$ cat src/rtl/bck_pkg.sv
// Package for the barometer compensation and Kalman smoothing block.
// Holds payload structs, register indexes and reset constants; no dependencies.
package bck_pkg;
	localparam int EXTRA_BITS_DEF = 0;
	localparam int NUM_REGS = 8;
	localparam int CFG_IDX_W = 3;
	localparam int CFG_DATA_W = 32;

	localparam logic [2:0] REG_C1 = 3'd0;
	localparam logic [2:0] REG_C2 = 3'd1;
	localparam logic [2:0] REG_C3 = 3'd2;
	localparam logic [2:0] REG_C4 = 3'd3;
	localparam logic [2:0] REG_C5 = 3'd4;
	localparam logic [2:0] REG_C6 = 3'd5;
	localparam logic [2:0] REG_Q = 3'd6;
	localparam logic [2:0] REG_R = 3'd7;

	localparam logic [31:0] Q_RESET = 32'd3277;
	localparam logic [31:0] R_RESET = 32'd13107200;
	localparam logic [31:0] COV_RESET = 32'd6553600;

	typedef struct packed {
		logic [23:0] pressure_conversion;
		logic [23:0] temperature_conversion;
	} in_word_t;

	typedef struct packed {
		logic signed [14:0] temperature_tenths;
		logic signed [31:0] pressure_pascal;
		logic signed [39:0] filtered_pressure;
	} out_word_t;

	// Word handed from the compensation front to the filter back.
	typedef struct packed {
		logic signed [14:0] temperature_tenths;
		logic signed [31:0] pressure_pascal;
	} comp_word_t;
endpackage

$ cat src/rtl/bck_queue.sv
// Two-entry queue between front and back.
// Depends on bck_pkg.
module bck_queue (
	input  logic                clk,
	input  logic                arst_n,
	input  logic                in_valid,
	output logic                in_ready,
	input  bck_pkg::comp_word_t in_data,
	output logic                out_valid,
	input  logic                out_ready,
	output bck_pkg::comp_word_t out_data
);
	bck_pkg::comp_word_t mem_q [2];
	logic wp_q, rp_q;
	logic [1:0] cnt_q;
	logic push, pop;

	assign in_ready = (cnt_q != 2'd2);
	assign out_valid = (cnt_q != 2'd0);
	assign out_data = mem_q[rp_q];
	assign push = in_valid && in_ready;
	assign pop = out_valid && out_ready;

	// Pointers and fill count.
	always_ff @(posedge clk or negedge arst_n) begin
		if (!arst_n) begin
			wp_q <= 1'b0;
			rp_q <= 1'b0;
			cnt_q <= 2'd0;
		end else begin
			if (push) wp_q <= ~wp_q;
			if (pop) rp_q <= ~rp_q;
			cnt_q <= cnt_q + {1'b0, push} - {1'b0, pop};
		end
	end

	// Storage.
	always_ff @(posedge clk) begin
		if (push) mem_q[wp_q] <= in_data;
	end

	ap_no_overflow: assert property (@(posedge clk) disable iff (!arst_n)
		cnt_q != 2'd3) else $error("queue count out of range");
	ap_full_blocks: assert property (@(posedge clk) disable iff (!arst_n)
		(cnt_q == 2'd2 && !pop) |=> cnt_q == 2'd2) else $error("full queue changed");
	ap_empty_novalid: assert property (@(posedge clk) disable iff (!arst_n)
		(cnt_q == 2'd0) |-> !out_valid) else $error("valid on empty queue");
endmodule

$ cat config.mk
export PLATFORM = sky130hd
export DESIGN_NAME = bck_queue
export DESIGN_NICKNAME = d
export VERILOG_FILES = /design/src/rtl/bck_pkg.sv /design/src/rtl/bck_queue.sv
export SDC_FILE = /design/constraint.sdc
export NUM_CORES = 1
export LEC_CHECK = 0
export ABC_CLOCK_PERIOD_IN_PS = 3500
export BUFFER_PORTS_ARGS = -buffer_cell sky130_fd_sc_hd__buf_2
export CAP_MARGIN = 40
export CORE_MARGIN = 1.5
export CORE_UTILIZATION = 52
export CTS_CLUSTER_DIAMETER = 200
export CTS_CLUSTER_SIZE = 12
export DETAILED_ROUTE_END_ITERATION = 7
export GPL_TIMING_DRIVEN = 0
export HOLD_SLACK_MARGIN = 0.02
export PLACE_DENSITY = 0.88
export SYNTH_ARGS = -nofsm -noshare
export SYNTH_HDL_FRONTEND = slang
export SYNTH_SLANG_ARGS = --single-unit
$ cat constraint.sdc
create_clock -name clk -period 3.5 [get_ports clk]
set_input_delay 0.175 -clock clk [delete_from_list [all_inputs] [get_ports clk]]
set_output_delay 0.175 -clock clk [all_outputs]
set_load 0.01 [all_outputs]
Word-level counts from Yosys, hierarchy flattened --
Memory sizes are Yosys's and may differ from the RTL's. Index checks and enable logic that the tools add are counted.
Storage, ports and cells: memories 1, memory bits (writable) 94, word-level logic and storage cells 14, bits of input ports 51, register bits after elaboration 4
Cells by class: reductions and logical operators 3, $add $sub $neg 2, mux-type cells 2, equality and inequality tests 1, bitwise logic cells 2
Memory list:
- mem_q | words 2, bits a word 47, rd ports 1, clocked after memory_dff 0, wr ports 1, RTL line bck_queue.sv:13 | bck_pkg::comp_word_t mem_q [2];
Operator list (count):
- $add A2 B1 Y2 | 1
- $logic_and A1 B1 Y1 | 2
- $mux W1 | 2
- $ne A2 B2 Y1 const B | 1
- $not A1 Y1 | 2
- $reduce_bool A2 Y1 | 1
- $sub A2 B1 Y2 | 1

Longest topological paths before layout --
depth after elaboration 4, gate-level depth with buffers 7

Worst setup path after synthesis --
OpenSTA, ideal clock, no wires.
kind register -> register, start reg cnt_q[1], end mem mem_q[0][0] (netlist bit), enable pin, path buffers 0, data required time 3048 ps, cell stages (with the launch flop) 4, period minus slack after synthesis 3088 ps, arrival time 2636 ps, path slack 412 ps, path through dfrtp_1 > nand2b_1 > nand2_1 > nor2_1
On the way: cells in the longest elaborated chain, start to end 4
RTL lines:
- start: declaration | RTL line bck_queue.sv:15 | logic [1:0] cnt_q;
- start signal: assignment | RTL line bck_queue.sv:33 | cnt_q <= cnt_q + {1'b0, push} - {1'b0, pop};
- $ne A2 B2 Y1 | RTL line bck_queue.sv:18 | assign in_ready = (cnt_q != 2'd2);
- via in_ready | RTL line bck_queue.sv:7 | output logic in_ready,
- $logic_and A1 B1 Y1 | RTL line bck_queue.sv:21 | assign push = in_valid && in_ready;
- $mux W1 | RTL line bck_queue.sv:39 | if (push) mem_q[wp_q] <= in_data;
- $mux W1 (implied by the code) | RTL line bck_queue.sv:39
- end: declaration | RTL line bck_queue.sv:13
The timed path passes the listed nets, and every way through them passes these cells.

Final worst setup path --
start reg cnt_q[1], end mem mem_q[0][24] (netlist bit), enable pin
On the way: cells in the longest elaborated chain, start to end 4
RTL lines (RTL line):
- $ne A2 B2 Y1 | bck_queue.sv:18
- $logic_and A1 B1 Y1 | bck_queue.sv:21
- $mux W1 | bck_queue.sv:39
- $mux W1 (implied by the code) | bck_queue.sv:39
No other way between the ends.

==> metrics.txt <==
# TYPE chip_impl_metric gauge
chip_impl_info{name="clk_root_buffer_cell",value="clkbuf_8"} 1
chip_impl_metric{name="timing.final.max_slew_violations",unit=""} 0
chip_impl_info{name="grt_setup_unrepaired",value="no"} 1
chip_impl_metric{name="timing.max_slew.rel_slack",unit=""} 0.6119
chip_impl_metric{name="die-height",unit="um"} 87.01
chip_impl_metric{name="timing.final.ws_setup",unit="ps"} 1679
chip_impl_metric{name="setup-violations-final",unit=""} 0
chip_impl_metric{name="die_w",unit="um"} 87.01
chip_impl_metric{name="placement.cell_area",unit="um2"} 4334
chip_impl_metric{name="cts-buffers-inserted",unit=""} 9
chip_impl_metric{name="cts_max_level",unit=""} 3
chip_impl_metric{name="synth_sequential_area_ratio",unit=""} 0.7965
chip_impl_metric{name="number_of_antenna_cells_inserted",unit=""} 0
chip_impl_metric{name="antenna_found_initial",unit=""} 0
chip_impl_metric{name="synth-xor-area-share",unit=""} 0.009547
chip_impl_metric{name="fin_worst_hold_slack",unit="ps"} 155.5
chip_impl_metric{name="totalWireLength",unit="um"} 6601
chip_impl_info{name="timing.critical_path.cells",value="nand2b_1 > nand2_1 > nor2_4 > buf_12"} 1
chip_impl_metric{name="grtUsageTotal",unit=""} 0.1819
chip_impl_metric{name="critPathBufInv",unit=""} 1
chip_impl_metric{name="ys.warnings.count",unit=""} 0
chip_impl_metric{name="static-leakage-power",unit="nW"} 1.958
chip_impl_info{name="most_frequent_standard_cell_in_the_layout_excluding_fill_and_tap_cells",value="buf_2"} 1
chip_impl_metric{name="drive_above_1_share",unit=""} 0.5213
chip_impl_metric{name="holdBufCountCts",unit=""} 48
chip_impl_info{name="min-delay-path-class",value="primary input to flip-flop"} 1
chip_impl_metric{name="synth_area_in_compound_gates",unit=""} 0
chip_impl_metric{name="power.density",unit="nW/um2"} 723.6
chip_impl_metric{name="dp_hpwl",unit="um"} 3996
chip_impl_metric{name="grt_max_degree",unit=""} 32
chip_impl_metric{name="syn_to_final_growth",unit="%"} 35.87
chip_impl_info{name="worst_path_slowest_cell",value="nor2_4"} 1
chip_impl_info{name="tritoncts",value="built"} 1
chip_impl_metric{name="floorplan.die_area",unit="um2"} 7570
chip_impl_metric{name="clock_tree.buffer_depth",unit=""} 2
chip_impl_metric{name="synth.mux.area_fraction",unit=""} 0.1647
chip_impl_metric{name="synth_cell_types",unit=""} 16
chip_impl_metric{name="worst_slew_pin_slew",unit="ps"} 580.7
chip_impl_metric{name="critical-path-max-stage-delay",unit="ps"} 490
chip_impl_info{name="timing_worst_setup_path_type",value="flip-flop to flip-flop"} 1
chip_impl_metric{name="clk_transition_reported_paths",unit="ps"} 90
chip_impl_metric{name="post-route-cell-area",unit="um2"} 4986
chip_impl_info{name="post_synth_top_area_cell",value="edfxtp_1"} 1
chip_impl_metric{name="grt_pass1_wl",unit="um"} 9929
chip_impl_metric{name="initial_cell_density_of_the_core",unit=""} 0.5401
chip_impl_metric{name="cap_violations",unit=""} 0
chip_impl_metric{name="grt_overflow_total",unit=""} 0
chip_impl_metric{name="total_power",unit="mW"} 3.608
chip_impl_metric{name="gp_congestion",unit=""} 0.6460
chip_impl_metric{name="critical_path_arrival",unit="ps"} 1870
chip_impl_metric{name="drc",unit=""} 0
chip_impl_metric{name="placement_rows",unit=""} 30
chip_impl_metric{name="drtIter0Drc",unit=""} 69
chip_impl_metric{name="max_clock_freq",unit="MHz"} 549.1
chip_impl_metric{name="vias",unit=""} 2047
chip_impl_info{name="critical-path-top-delay-family",value="simple AND/OR/NAND/NOR gates"} 1
chip_impl_info{name="setup.worst_path.end_class",value="flip-flop"} 1
chip_impl_metric{name="finalWorstPathRequiredPeriod",unit="ps"} 1821
chip_impl_metric{name="firstDrtPassIters",unit=""} 4
chip_impl_metric{name="antenna_violation_net_count_after_detailed_routing",unit=""} 0
chip_impl_metric{name="max-vdd-ir-drop",unit="uV"} 866.3
chip_impl_info{name="dominant_combinational_cell_family_by_area_after_synthesis",value="multiplexers"} 1
chip_impl_metric{name="final.period_utilization",unit=""} 0.5203
chip_impl_metric{name="synth_simple_gate_area_share",unit=""} 0.009547
chip_impl_metric{name="synth-adder-area-share",unit=""} 0.006819
chip_impl_info{name="area_contributors_post_synth",value="edfxtp_1 (77%), mux2_2 (8.3%), mux2_4 (8.2%)"} 1
chip_impl_metric{name="portBuffers",unit=""} 99
chip_impl_info{name="status",value="finished, final reports clean"} 1
chip_impl_metric{name="synthesis.area",unit="um2"} 3670
chip_impl_metric{name="detailedPlace.worstSlack",unit="ps"} 1720
chip_impl_metric{name="synth_top_cell_area_share",unit=""} 0.7692
chip_impl_metric{name="syn-mean-instance-area",unit="um2"} 22.51
chip_impl_metric{name="post_cts_resize_count",unit=""} 0
chip_impl_metric{name="timing.final.hold_violations",unit=""} 0
chip_impl_info{name="critPathLaunchType",value="flip-flop"} 1
chip_impl_metric{name="floorplan.core_area",unit="um2"} 6794
chip_impl_metric{name="worstPathMaxFanout",unit=""} 31
chip_impl_info{name="highest_count_cells_in_the_layout_ignoring_fill_and_taps",value="buf_2 (101), edfxtp_1 (94), dlygate4sd3_1 (48)"} 1
chip_impl_metric{name="design.final.nets",unit=""} 376
chip_impl_metric{name="cells_after_synth",unit=""} 163
chip_impl_metric{name="synthesized_netlist_net_count",unit=""} 216
chip_impl_metric{name="clkLatencyLatePin",unit="ps"} 350
chip_impl_metric{name="pin_count",unit=""} 100
chip_impl_metric{name="ys_ff_latch",unit=""} 98
chip_impl_metric{name="vias_in_the_first_global_route",unit=""} 2145
chip_impl_metric{name="clock_skew",unit="ps"} 4.555
chip_impl_metric{name="cp_data_required_time",unit="ps"} 3550
chip_impl_metric{name="detail_route.wl_per_cell",unit="um"} 15.57
chip_impl_metric{name="cts_setup_buffers",unit=""} 0
chip_impl_metric{name="numClockSinks",unit=""} 98
chip_impl_metric{name="viasPerCell",unit=""} 4.828
[per-stage QoR]
stage          TNS (ps)  utilization  instances
5_1_grt               0       0.7339        424
3_5_place_dp          0       0.6379        360
2_1_floorplan         0            -        163
6_report              0       0.7339        424
4_1_cts               0       0.7339        424
3_3_place_gp     -23370       0.6308        358
[cell usage after synthesis]
| cell | number |
|---|---|
| nand2b_1 | 1 |
| buf_2 | 2 |
| and3_1 | 1 |
| edfxtp_1 | 94 |
| ha_1 | 2 |
| buf_6 | 3 |
| mux2_2 | 27 |
| inv_1 | 1 |
| mux2_4 | 20 |
| xor2_1 | 1 |
| dfrtp_1 | 4 |
| and2_4 | 1 |
| nand2_1 | 1 |
| nor2_1 | 1 |
| xnor2_1 | 3 |
| or2_1 | 1 |
[report_power, final]
group | switching [mW] | internal [mW] | leakage, nW
combinational | 0.636 | 0.660 | 0.952
sequential | 0.0767 | 1.60 | 0.920
clock | 0.372 | 0.260 | 0.0862
[flip-flops by register name, indices dropped and copies added (netlist names)]
register,flops
cnt_q,2
mem_q,94
rp_q,1
wp_q,1
[kinds of logic (layout without fill, tap and decap cells)]
family | after synthesis | after routing
xor gates and xnor gates | 4 | 4
adders and majority gates | 2 | 2
buffers and inverters | 6 | 171
DFF | 98 | 98
muxes | 47 | 47
and+or+nand+nor | 6 | 6
[layout make-up]
type,instances,area (um2)
multi-input combinational,59,708.2
inverter,1,3.754
buffer,5,43.79
tap,96,120.1
clock inverter,6,43.79
sequential,98,2923
timing repair buffer,149,1016
fill,400,1808
clock buffer,10,127.6
[path summary, 6_finish.rpt]
check | startpoint | to | slack, ps | cells after the start
setup / recovery | cnt_q[1] | mem_q[0][24] | 1680 | 4
max in group asynchronous | arst_n | rp_q | 3170 | 2
min in group asynchronous | arst_n | wp_q | 200 | 2
setup reg to reg | cnt_q[1] | mem_q[0][24] | 1680 | 4
hold / removal | out_ready | rp_q | 160 | 3
hold reg to reg | cnt_q[0] | cnt_q[0] | 540 | 1
[worst reg2reg max path, cell delays in order (launching register included)]
cell and delay [ps]:
dfrtp_1 430, nand2b_1 130, nand2_1 170, nor2_4 490
buf_12 290
[routing by layer]
layer	global-route usage	vias up	routed length (um)
met2	0.3185	67	3527
met3	0.04550	12	291
met4	0.09091	0	119
met5	0	-	0
li1	-	962	-
met1	0.2071	1006	2664
(Power assumes the default switching activity.)
