File: src/rtl/bck_pkg.sv
// Package for the barometer compensation and Kalman smoothing block.
// Holds payload structs, register indexes and reset constants; no dependencies.
package bck_pkg;
	localparam int EXTRA_BITS_DEF = 0;
	localparam int NUM_REGS = 8;
	localparam int CFG_IDX_W = 3;
	localparam int CFG_DATA_W = 32;

	localparam logic [2:0] REG_C1 = 3'd0;
	localparam logic [2:0] REG_C2 = 3'd1;
	localparam logic [2:0] REG_C3 = 3'd2;
	localparam logic [2:0] REG_C4 = 3'd3;
	localparam logic [2:0] REG_C5 = 3'd4;
	localparam logic [2:0] REG_C6 = 3'd5;
	localparam logic [2:0] REG_Q = 3'd6;
	localparam logic [2:0] REG_R = 3'd7;

	localparam logic [31:0] Q_RESET = 32'd3277;
	localparam logic [31:0] R_RESET = 32'd13107200;
	localparam logic [31:0] COV_RESET = 32'd6553600;

	typedef struct packed {
		logic [23:0] pressure_conversion;
		logic [23:0] temperature_conversion;
	} in_word_t;

	typedef struct packed {
		logic signed [14:0] temperature_tenths;
		logic signed [31:0] pressure_pascal;
		logic signed [39:0] filtered_pressure;
	} out_word_t;

	// Word handed from the compensation front to the filter back.
	typedef struct packed {
		logic signed [14:0] temperature_tenths;
		logic signed [31:0] pressure_pascal;
	} comp_word_t;
endpackage

File: src/rtl/bck_back.sv
// Back end: scalar Kalman update with a serial restoring divider for the gain.
// Depends on bck_pkg.
module bck_back (
	input  logic                clk,
	input  logic                arst_n,
	input  logic                in_valid,
	output logic                in_ready,
	input  bck_pkg::comp_word_t in_data,
	input  logic [31:0]         q,
	input  logic [31:0]         r,
	output logic                out_valid,
	input  logic                out_ready,
	output bck_pkg::out_word_t  out_data
);
	typedef enum logic [6:0] {
		B_IDLE = 7'b0000001,
		B_PREP = 7'b0000010,
		B_DIV  = 7'b0000100,
		B_MUL  = 7'b0001000,
		B_PRD  = 7'b0010000,
		B_UPD  = 7'b0100000,
		B_OUT  = 7'b1000000
	} bstate_t;

	bstate_t state_q;
	logic seeded_q;
	logic signed [39:0] est_q;
	logic [31:0] cov_q;
	bck_pkg::comp_word_t cur_q;
	logic [31:0] p1_q;
	logic [32:0] den_q;
	logic [32:0] rem_q;
	logic [16:0] quo_q;
	logic [4:0] cnt_q;
	logic [15:0] k_q;
	logic signed [41:0] diff_q;
	logic signed [58:0] kd_q;
	logic [48:0] pc_q;
	logic signed [39:0] m_w, eb_w;
	logic [32:0] p1sum_w;
	logic [33:0] trial_w;
	logic signed [42:0] x_w;

	assign m_w = {cur_q.pressure_pascal, 8'd0};
	assign eb_w = seeded_q ? est_q : m_w;
	assign p1sum_w = {1'b0, cov_q} + {1'b0, q};
	assign trial_w = {rem_q, 1'b0} - {1'b0, den_q};
	assign x_w = 43'(eb_w) + 43'(kd_q >>> 16);

	assign in_ready = (state_q == B_IDLE);
	assign out_valid = (state_q == B_OUT);
	assign out_data.temperature_tenths = cur_q.temperature_tenths;
	assign out_data.pressure_pascal = cur_q.pressure_pascal;
	assign out_data.filtered_pressure = est_q;

	// Control and filter state.
	always_ff @(posedge clk or negedge arst_n) begin
		if (!arst_n) begin
			state_q <= B_IDLE;
			seeded_q <= 1'b0;
			est_q <= '0;
			cov_q <= bck_pkg::COV_RESET;
			cnt_q <= '0;
		end else begin
			case (state_q)
				B_IDLE: if (in_valid) state_q <= B_PREP;
				B_PREP: begin
					state_q <= B_DIV;
					cnt_q <= 5'd0;
				end
				B_DIV: begin
					cnt_q <= cnt_q + 5'd1;
					if (cnt_q == 5'd16) state_q <= B_MUL;
				end
				B_MUL: state_q <= B_PRD;
				B_PRD: state_q <= B_UPD;
				B_UPD: begin
					if (x_w > 43'sh7FFFFFFFFF) est_q <= 40'sh7FFFFFFFFF;
					else if (x_w < -43'sh8000000000) est_q <= -40'sh8000000000;
					else est_q <= 40'(x_w);
					seeded_q <= 1'b1;
					cov_q <= pc_q[47:16];
					state_q <= B_OUT;
				end
				B_OUT: if (out_ready) state_q <= B_IDLE;
				default: state_q <= B_IDLE;
			endcase
		end
	end

	// Input capture and gain division (p1 << 16) / (p1 + r), one quotient bit a cycle.
	always_ff @(posedge clk) begin
		case (state_q)
			B_IDLE: cur_q <= in_data;
			B_PREP: begin
				p1_q <= p1sum_w[32] ? 32'hFFFFFFFF : p1sum_w[31:0];
				den_q <= (p1sum_w[32] ? 33'h0FFFFFFFF : p1sum_w) + {1'b0, r};
				rem_q <= '0;
				quo_q <= '0;
			end
			B_DIV: begin
				if (cnt_q == 5'd0) begin
					// Remainder starts at p1; bit 16 flags p1 reaching the divisor.
					rem_q <= {1'b0, p1_q};
					quo_q <= {({1'b0, p1_q} >= den_q), 16'd0};
				end else begin
					if (!trial_w[33]) begin
						rem_q <= trial_w[32:0];
						quo_q <= {quo_q[16], quo_q[14:0], 1'b1};
					end else begin
						rem_q <= {rem_q[31:0], 1'b0};
						quo_q <= {quo_q[16], quo_q[14:0], 1'b0};
					end
				end
			end
			B_MUL: begin
				// Gain saturates when p1 reaches p1 + r; zero denominator gives 0.
				if (den_q == 33'd0) k_q <= 16'd0;
				else if (quo_q[16]) k_q <= 16'hFFFF;
				else k_q <= quo_q[15:0];
				diff_q <= 42'(m_w) - 42'(eb_w);
			end
			default: ;
		endcase
	end

	// Products registered in the cycle after the gain settles.
	always_ff @(posedge clk) begin
		kd_q <= 59'($signed({1'b0, k_q}) * diff_q);
		pc_q <= 49'((17'h10000 - {1'b0, k_q}) * p1_q);
	end

	ap_seed: assert property (@(posedge clk) disable iff (!arst_n)
		(state_q == B_OUT) |-> seeded_q) else $error("estimate not seeded");
	ap_cov_hold: assert property (@(posedge clk) disable iff (!arst_n)
		(state_q == B_IDLE) |=> $stable(cov_q)) else $error("covariance moved while idle");
	ap_out_hold: assert property (@(posedge clk) disable iff (!arst_n)
		(out_valid && !out_ready) |=> out_valid && $stable(est_q))
		else $error("result changed under stall");
endmodule
File: config.mk
export PLATFORM = sky130hd
export DESIGN_NAME = bck_back
export DESIGN_NICKNAME = d
export VERILOG_FILES = /design/src/rtl/bck_pkg.sv /design/src/rtl/bck_back.sv
export SDC_FILE = /design/constraint.sdc
export NUM_CORES = 2
export LEC_CHECK = 0
export BUFFER_PORTS_ARGS = -buffer_cell sky130_fd_sc_hd__buf_4
export CAP_MARGIN = 10
export CORE_AREA = 2 2 310 312
export CTS_CLUSTER_DIAMETER = 50
export DETAILED_ROUTE_END_ITERATION = 10
export DIE_AREA = 0 0 312 314
export GPL_ROUTABILITY_DRIVEN = 0
export PLACE_DENSITY_LB_ADDON = 0.15
export SLEW_MARGIN = 5
export SYNTH_ARGS = -nofsm -noshare
export SYNTH_HDL_FRONTEND = slang
export SYNTH_SLANG_ARGS = --single-unit
File: constraint.sdc
create_clock -name clk -period 9.75 [get_ports clk]
set_clock_uncertainty 0.15 [all_clocks]
set_input_delay 0.975 -clock clk [delete_from_list [all_inputs] [get_ports clk]]
set_output_delay 0.975 -clock clk [all_outputs]
set_load 0.01 [all_outputs]
After elaboration in Yosys (flattened, before gate mapping) --
Index checks and enable logic that the tools add are counted.
Cells by class: $add $sub $neg 7, multipliers 2, order comparisons 3, equal/unequal tests 12, muxes and demuxes 16, reduce and logical (&&, ||, !) cells 5
Operators with widths (number):
- $mux W40 | 3
- $add A32 B32 Y33 | 2
- $mux W33 | 2
- $pmux W33 S2 | 1
- $mul A17 B41 Y58 | 1
- $pmux W7 S7 | 1
- $mul A18 B33 Y48 | 1
- $add A40 B43 Y43 | 1
- $gt A43 B40 Y1 const B | 1
- $lt A43 B40 Y1 const B | 1
- $sub A40 B40 Y41 | 1
- $pmux W17 S2 | 1
- $sub A34 B33 Y34 | 1
- $ge A32 B33 Y1 | 1
- $logic_not A33 Y1 | 1
- $mux W32 | 1
- $mux W7 | 3
- $sub A17 B16 Y18 const A | 1
- $mux W17 | 1
- $mux W16 | 1
- $pmux W5 S2 | 1
- $eq A7 B1 Y1 const B | 1
- $eq A7 B2 Y1 const B | 1
- $eq A7 B3 Y1 const B | 1
- 13 further kinds | 15
Word-level totals: register bits 411, output and inout port bits 89

Logic depth before layout (Yosys ltp) --
depth after elaboration 5, mapped depth 33

Worst setup path before layout --
OpenSTA, ideal clock, no wires.
path kind register -> register, from reg state_q[2], to reg quo_q[0] (enable), library setup time 0.405 ns, data arrival time 7.545 ns, data required time 9.195 ns, path slack 1.651 ns, cell stages (with the launch flop) 6, path buffers 0, period minus slack after synthesis 8.099 ns, cells stage by stage dfrtp_1 -> nor3_1 -> nand2_1 -> nor3b_1 -> nor2_1 -> inv_1
On the way: cells in the longest elaborated chain, start to end 2, elaborated cells between the ends (all ways) 3, classes of those cells 2 x eq/ne; 1 x reduce/logical
RTL lines:
- start: declaration | RTL line bck_back.sv:25 | bstate_t state_q;
- start signal: assignment | RTL line bck_back.sv:59 | state_q <= B_IDLE;
- start signal: assignment | RTL line bck_back.sv:66 | B_IDLE: if (in_valid) state_q <= B_PREP;
- start signal: assignment | RTL line bck_back.sv:68 | state_q <= B_DIV;
- $eq A7 B3 Y1 / $eq A7 B2 Y1 (equally long branches) | RTL line bck_back.sv:93 | case (state_q)
- $reduce_bool A2 Y1 (no line) *
- end signal: assignment | RTL line bck_back.sv:105 | quo_q <= {({1'b0, p1_q} >= den_q), 16'd0};
- end signal: assignment | RTL line bck_back.sv:109 | quo_q <= {quo_q[16], quo_q[14:0], 1'b1};
- end signal: assignment | RTL line bck_back.sv:112 | quo_q <= {quo_q[16], quo_q[14:0], 1'b0};
- end: declaration | RTL line bck_back.sv:33 | logic [16:0] quo_q;
Every way passes the cells marked *; elsewhere a longest branch is shown, timed or not. A chain may end at the register's enable or synchronous reset.

Final worst setup path --
from reg k_q[5], to reg pc_q[46]
On the way: cells in the longest elaborated chain, start to end 2
RTL lines:
- start: declaration | RTL line bck_back.sv:35 | logic [15:0] k_q;
- start signal: assignment | RTL line bck_back.sv:120 | else k_q <= quo_q[15:0];
- $sub A17 B16 Y18 | RTL line bck_back.sv:130 | pc_q <= 49'((17'h10000 - {1'b0, k_q}) * p1_q);
- $mul A18 B33 Y48 | RTL line bck_back.sv:130
- end signal: assignment | RTL line bck_back.sv:130
- end: declaration | RTL line bck_back.sv:38 | logic [48:0] pc_q;
Every way passes these cells.

==> impl_metrics.py <==
metrics = {
    "timing": {
        "finalHoldViolCount": 0,
        "fin_crit_ns": 9.11,
        "fmax_ghz": 0.110,
        "rsz0062_at_grt": "false",
        "worstMarginPinSlew_ns": 1.33,
        "relSlewSlack_pct": 11.3,
        "whs_ns": 0.160,
        "setup_viol_count_final": 0,
        "setup_slack_ns": 0.641,
        "fin_tns_setup_ns": 0,
        "slew_viol_final": 0,
        "period_share_pct": 93.4,
    },
    "synth": {
        "synth_edf_count": 219,
        "yosys_warnings": 0,
        "ys_types": 89,
        "synth_area_sq_um": 61000,
        "seq_area_frac_synth_pct": 16.7,
        "synth_area_leaders": "fa_1, edfxtp_1, ha_1, inv_1, nand2_1",
        "syn_avg_cell_area_sq_um": 9.24,
        "synth_top_area_share_pct": 34.9,
        "syn_inst": 6600,
        "ys_ff_latch": 378,
        "async_reset_ff_share_pct": 22.5,
        "synth_nets": 8258,
        "synth_top_area_cell": "fa_1",
        "synth_flop_cell": "edfxtp_1",
    },
    "setup_path": {
        "worstPathRequired_ns": 10.10,
        "cp.arrival_ns": 9.46,
        "cp-end-kind": "flop",
        "critPathKind": "flop to flop",
        "rrSetupSlack_ns": 0.64,
        "crit_path_max_fanout": 17,
        "startpoint_type": "flop",
    },
    "routing": {
        "drc_errors": 0,
        "routed_wl_um": 162000,
        "drt_iter0_drc": 3628,
        "wire_per_inst_um": 20.3,
        "vias": 46400,
        "via_per_inst": 5.82,
        "firstDrtPassIters": 7,
        "ant_nets": 0,
    },
    "min_path": {
        "hp-class": "input pin to async pin",
    },
    "cts": {
        "post-cts-setup-buffer-count": 0,
        "clkLatencyLatePin_ns": 0.62,
        "cts_buffers": 48,
        "hold_buffers": 0,
        "path_clk_slew_ns": 0.06,
        "clockBufferDepth": 3,
        "htreeDepth": 2,
        "cts_sinks": 378,
        "root_buffer": "clkbuf_16",
        "cts_tree": "yes",
    },
    "global_routing": {
        "grt_max_degree": 75,
        "grt_pass1_wl_um": 262000,
        "grt_pass1_vias": 48700,
        "grtUsageTotal_pct": 34.2,
        "antenna_found_initial": 13,
        "grt_overflow": 0,
    },
    "final_layout": {
        "layout_common_cells": "inv_1, fa_1, nand2_1",
        "n_fill_cell": 7493,
        "drive_above_1_share_pct": 6.86,
        "mostFrequentLayoutCell": "inv_1",
        "area_delta_synth_final_pct": 7.33,
        "fin_util_pct": 69.3,
        "fin_nets": 8319,
    },
    "place": {
        "dpl_worst_slack_ns": 0.566,
        "port_buffers": 203,
        "dp_hpwl_um": 124000,
    },
    "die": {
        "num_rows": 113,
        "ios": 204,
        "start_util_pct": 64.6,
        "dieArea_sq_um": 98000,
        "die-height_um": 314,
        "fp.dieW_um": 312,
        "core_area_sq_um": 94400,
    },
    "flow_run": {
        "cap_violations": 0,
    },
    "outcome": {
        "outcome": "completed",
    },
}
-- per-stage QoR --
stage          cell area, sq um  std cells
3_5_place_dp              63800       7876
3_3_place_gp              63800       7876
2_1_floorplan             61000       6600
6_report                  65400       7970
4_1_cts                   65400       7966
5_1_grt                   65400       7966
-- worst paths after layout --
check                              start   endpoint  depth (start not counted)
worst max-delay path              k_q[5]   pc_q[46]                         26
worst min-delay path              arst_n  cov_q[20]                          1
worst max register to register    k_q[5]   pc_q[46]                         26
worst min register to register  pc_q[28]  cov_q[12]                          1
max in group asynchronous         arst_n   seeded_q                          2
min in group clk                pc_q[28]  cov_q[12]                          1
-- cells by family after synthesis --
group                      after synthesis  synth area share [%]
buffers and inverters                 1563                  9.67
AOI/OAI and AO/OA                      807                  8.46
DFF                                    378                  16.7
adders and majority gates             1543                  44.8
and+or+nand+nor                       1976                  15.3
muxes                                   93                  1.59
xor gates and xnor gates               240                  3.45
-- registers in the layout, summed over array words and instances, names as in the netlist, 33 cells and up --
register / cells
out_data: 47
kd_q: 42
diff_q: 41
rem_q: 33
den_q: 33
est_q: 40
-- layout make-up --
class                   instances  area (sq um)  area share (%)
clock inverters                28           277           0.423
diodes                          4          10.0          0.0153
clock buffers                  62          1370            2.09
multi-input cells            4659         45000            68.8
inverters                    1291          4850            7.41
repair buffers                283          2120            3.25
well taps                    1265          1580            2.42
flip-flops and latches        378         10200            15.6
-- routing by layer --
layer	share of wire (%)	global-route usage, %
met1	40	47.2
met2	46	54.4
met3	10	6.82
met4	3.7	11.8
met5	0.014	0
-- cells in the mapped netlist (36+ instances only) --
library cell  number
dfxtp_1           74
and2_1           470
nor2_1           235
mux2i_1           61
edfxtp_1         219
nor3_1            45
nand2_1          951
xor2_1            76
clkbuf_1         239
fa_1            1064
ha_1             479
inv_1           1291
a21oi_1          269
a21o_1           123
nand3_1           42
and3_1            41
dfrtp_1           81
nand2b_1          40
nand4_1           36
o21a_1            37
nor2b_1           38
o21ai_0          148
xnor2_1          164
-- what timing repair did --
| item | 4_1_cts | 5_1_grt |
|---|---|---|
| setup endpoints to repair | 0 | 3 |
| resized for setup | 0 | 1 |
| hold endpoints to repair | 0 | 0 |
-- critical path, stage by stage (launching register included) --
cell	delay, ns
edfxtp_1	0.39
nor4_1	0.41
nand2b_1	0.16
nor4_1	0.55
nand2_1	0.15
nor2_1	0.21
xnor2_2	0.38
buf_4	0.37
and2_1	0.18
fa_1	0.45
fa_1	0.57
fa_1	0.46
fa_1	0.49
fa_1	0.51
inv_1	0.05
fa_1	0.48
inv_1	0.04
ha_1	0.37
nand3_1	0.15
or4b_2	0.68
a31oi_1	0.33
nand2_1	0.15
o21ai_1	0.40
nand3_1	0.16
a21boi_0	0.41
o22ai_1	0.19
xnor2_1	0.16
Power is not shown: default switching activity piles up to over one toggle a cycle in this logic, so the estimate is an artifact.
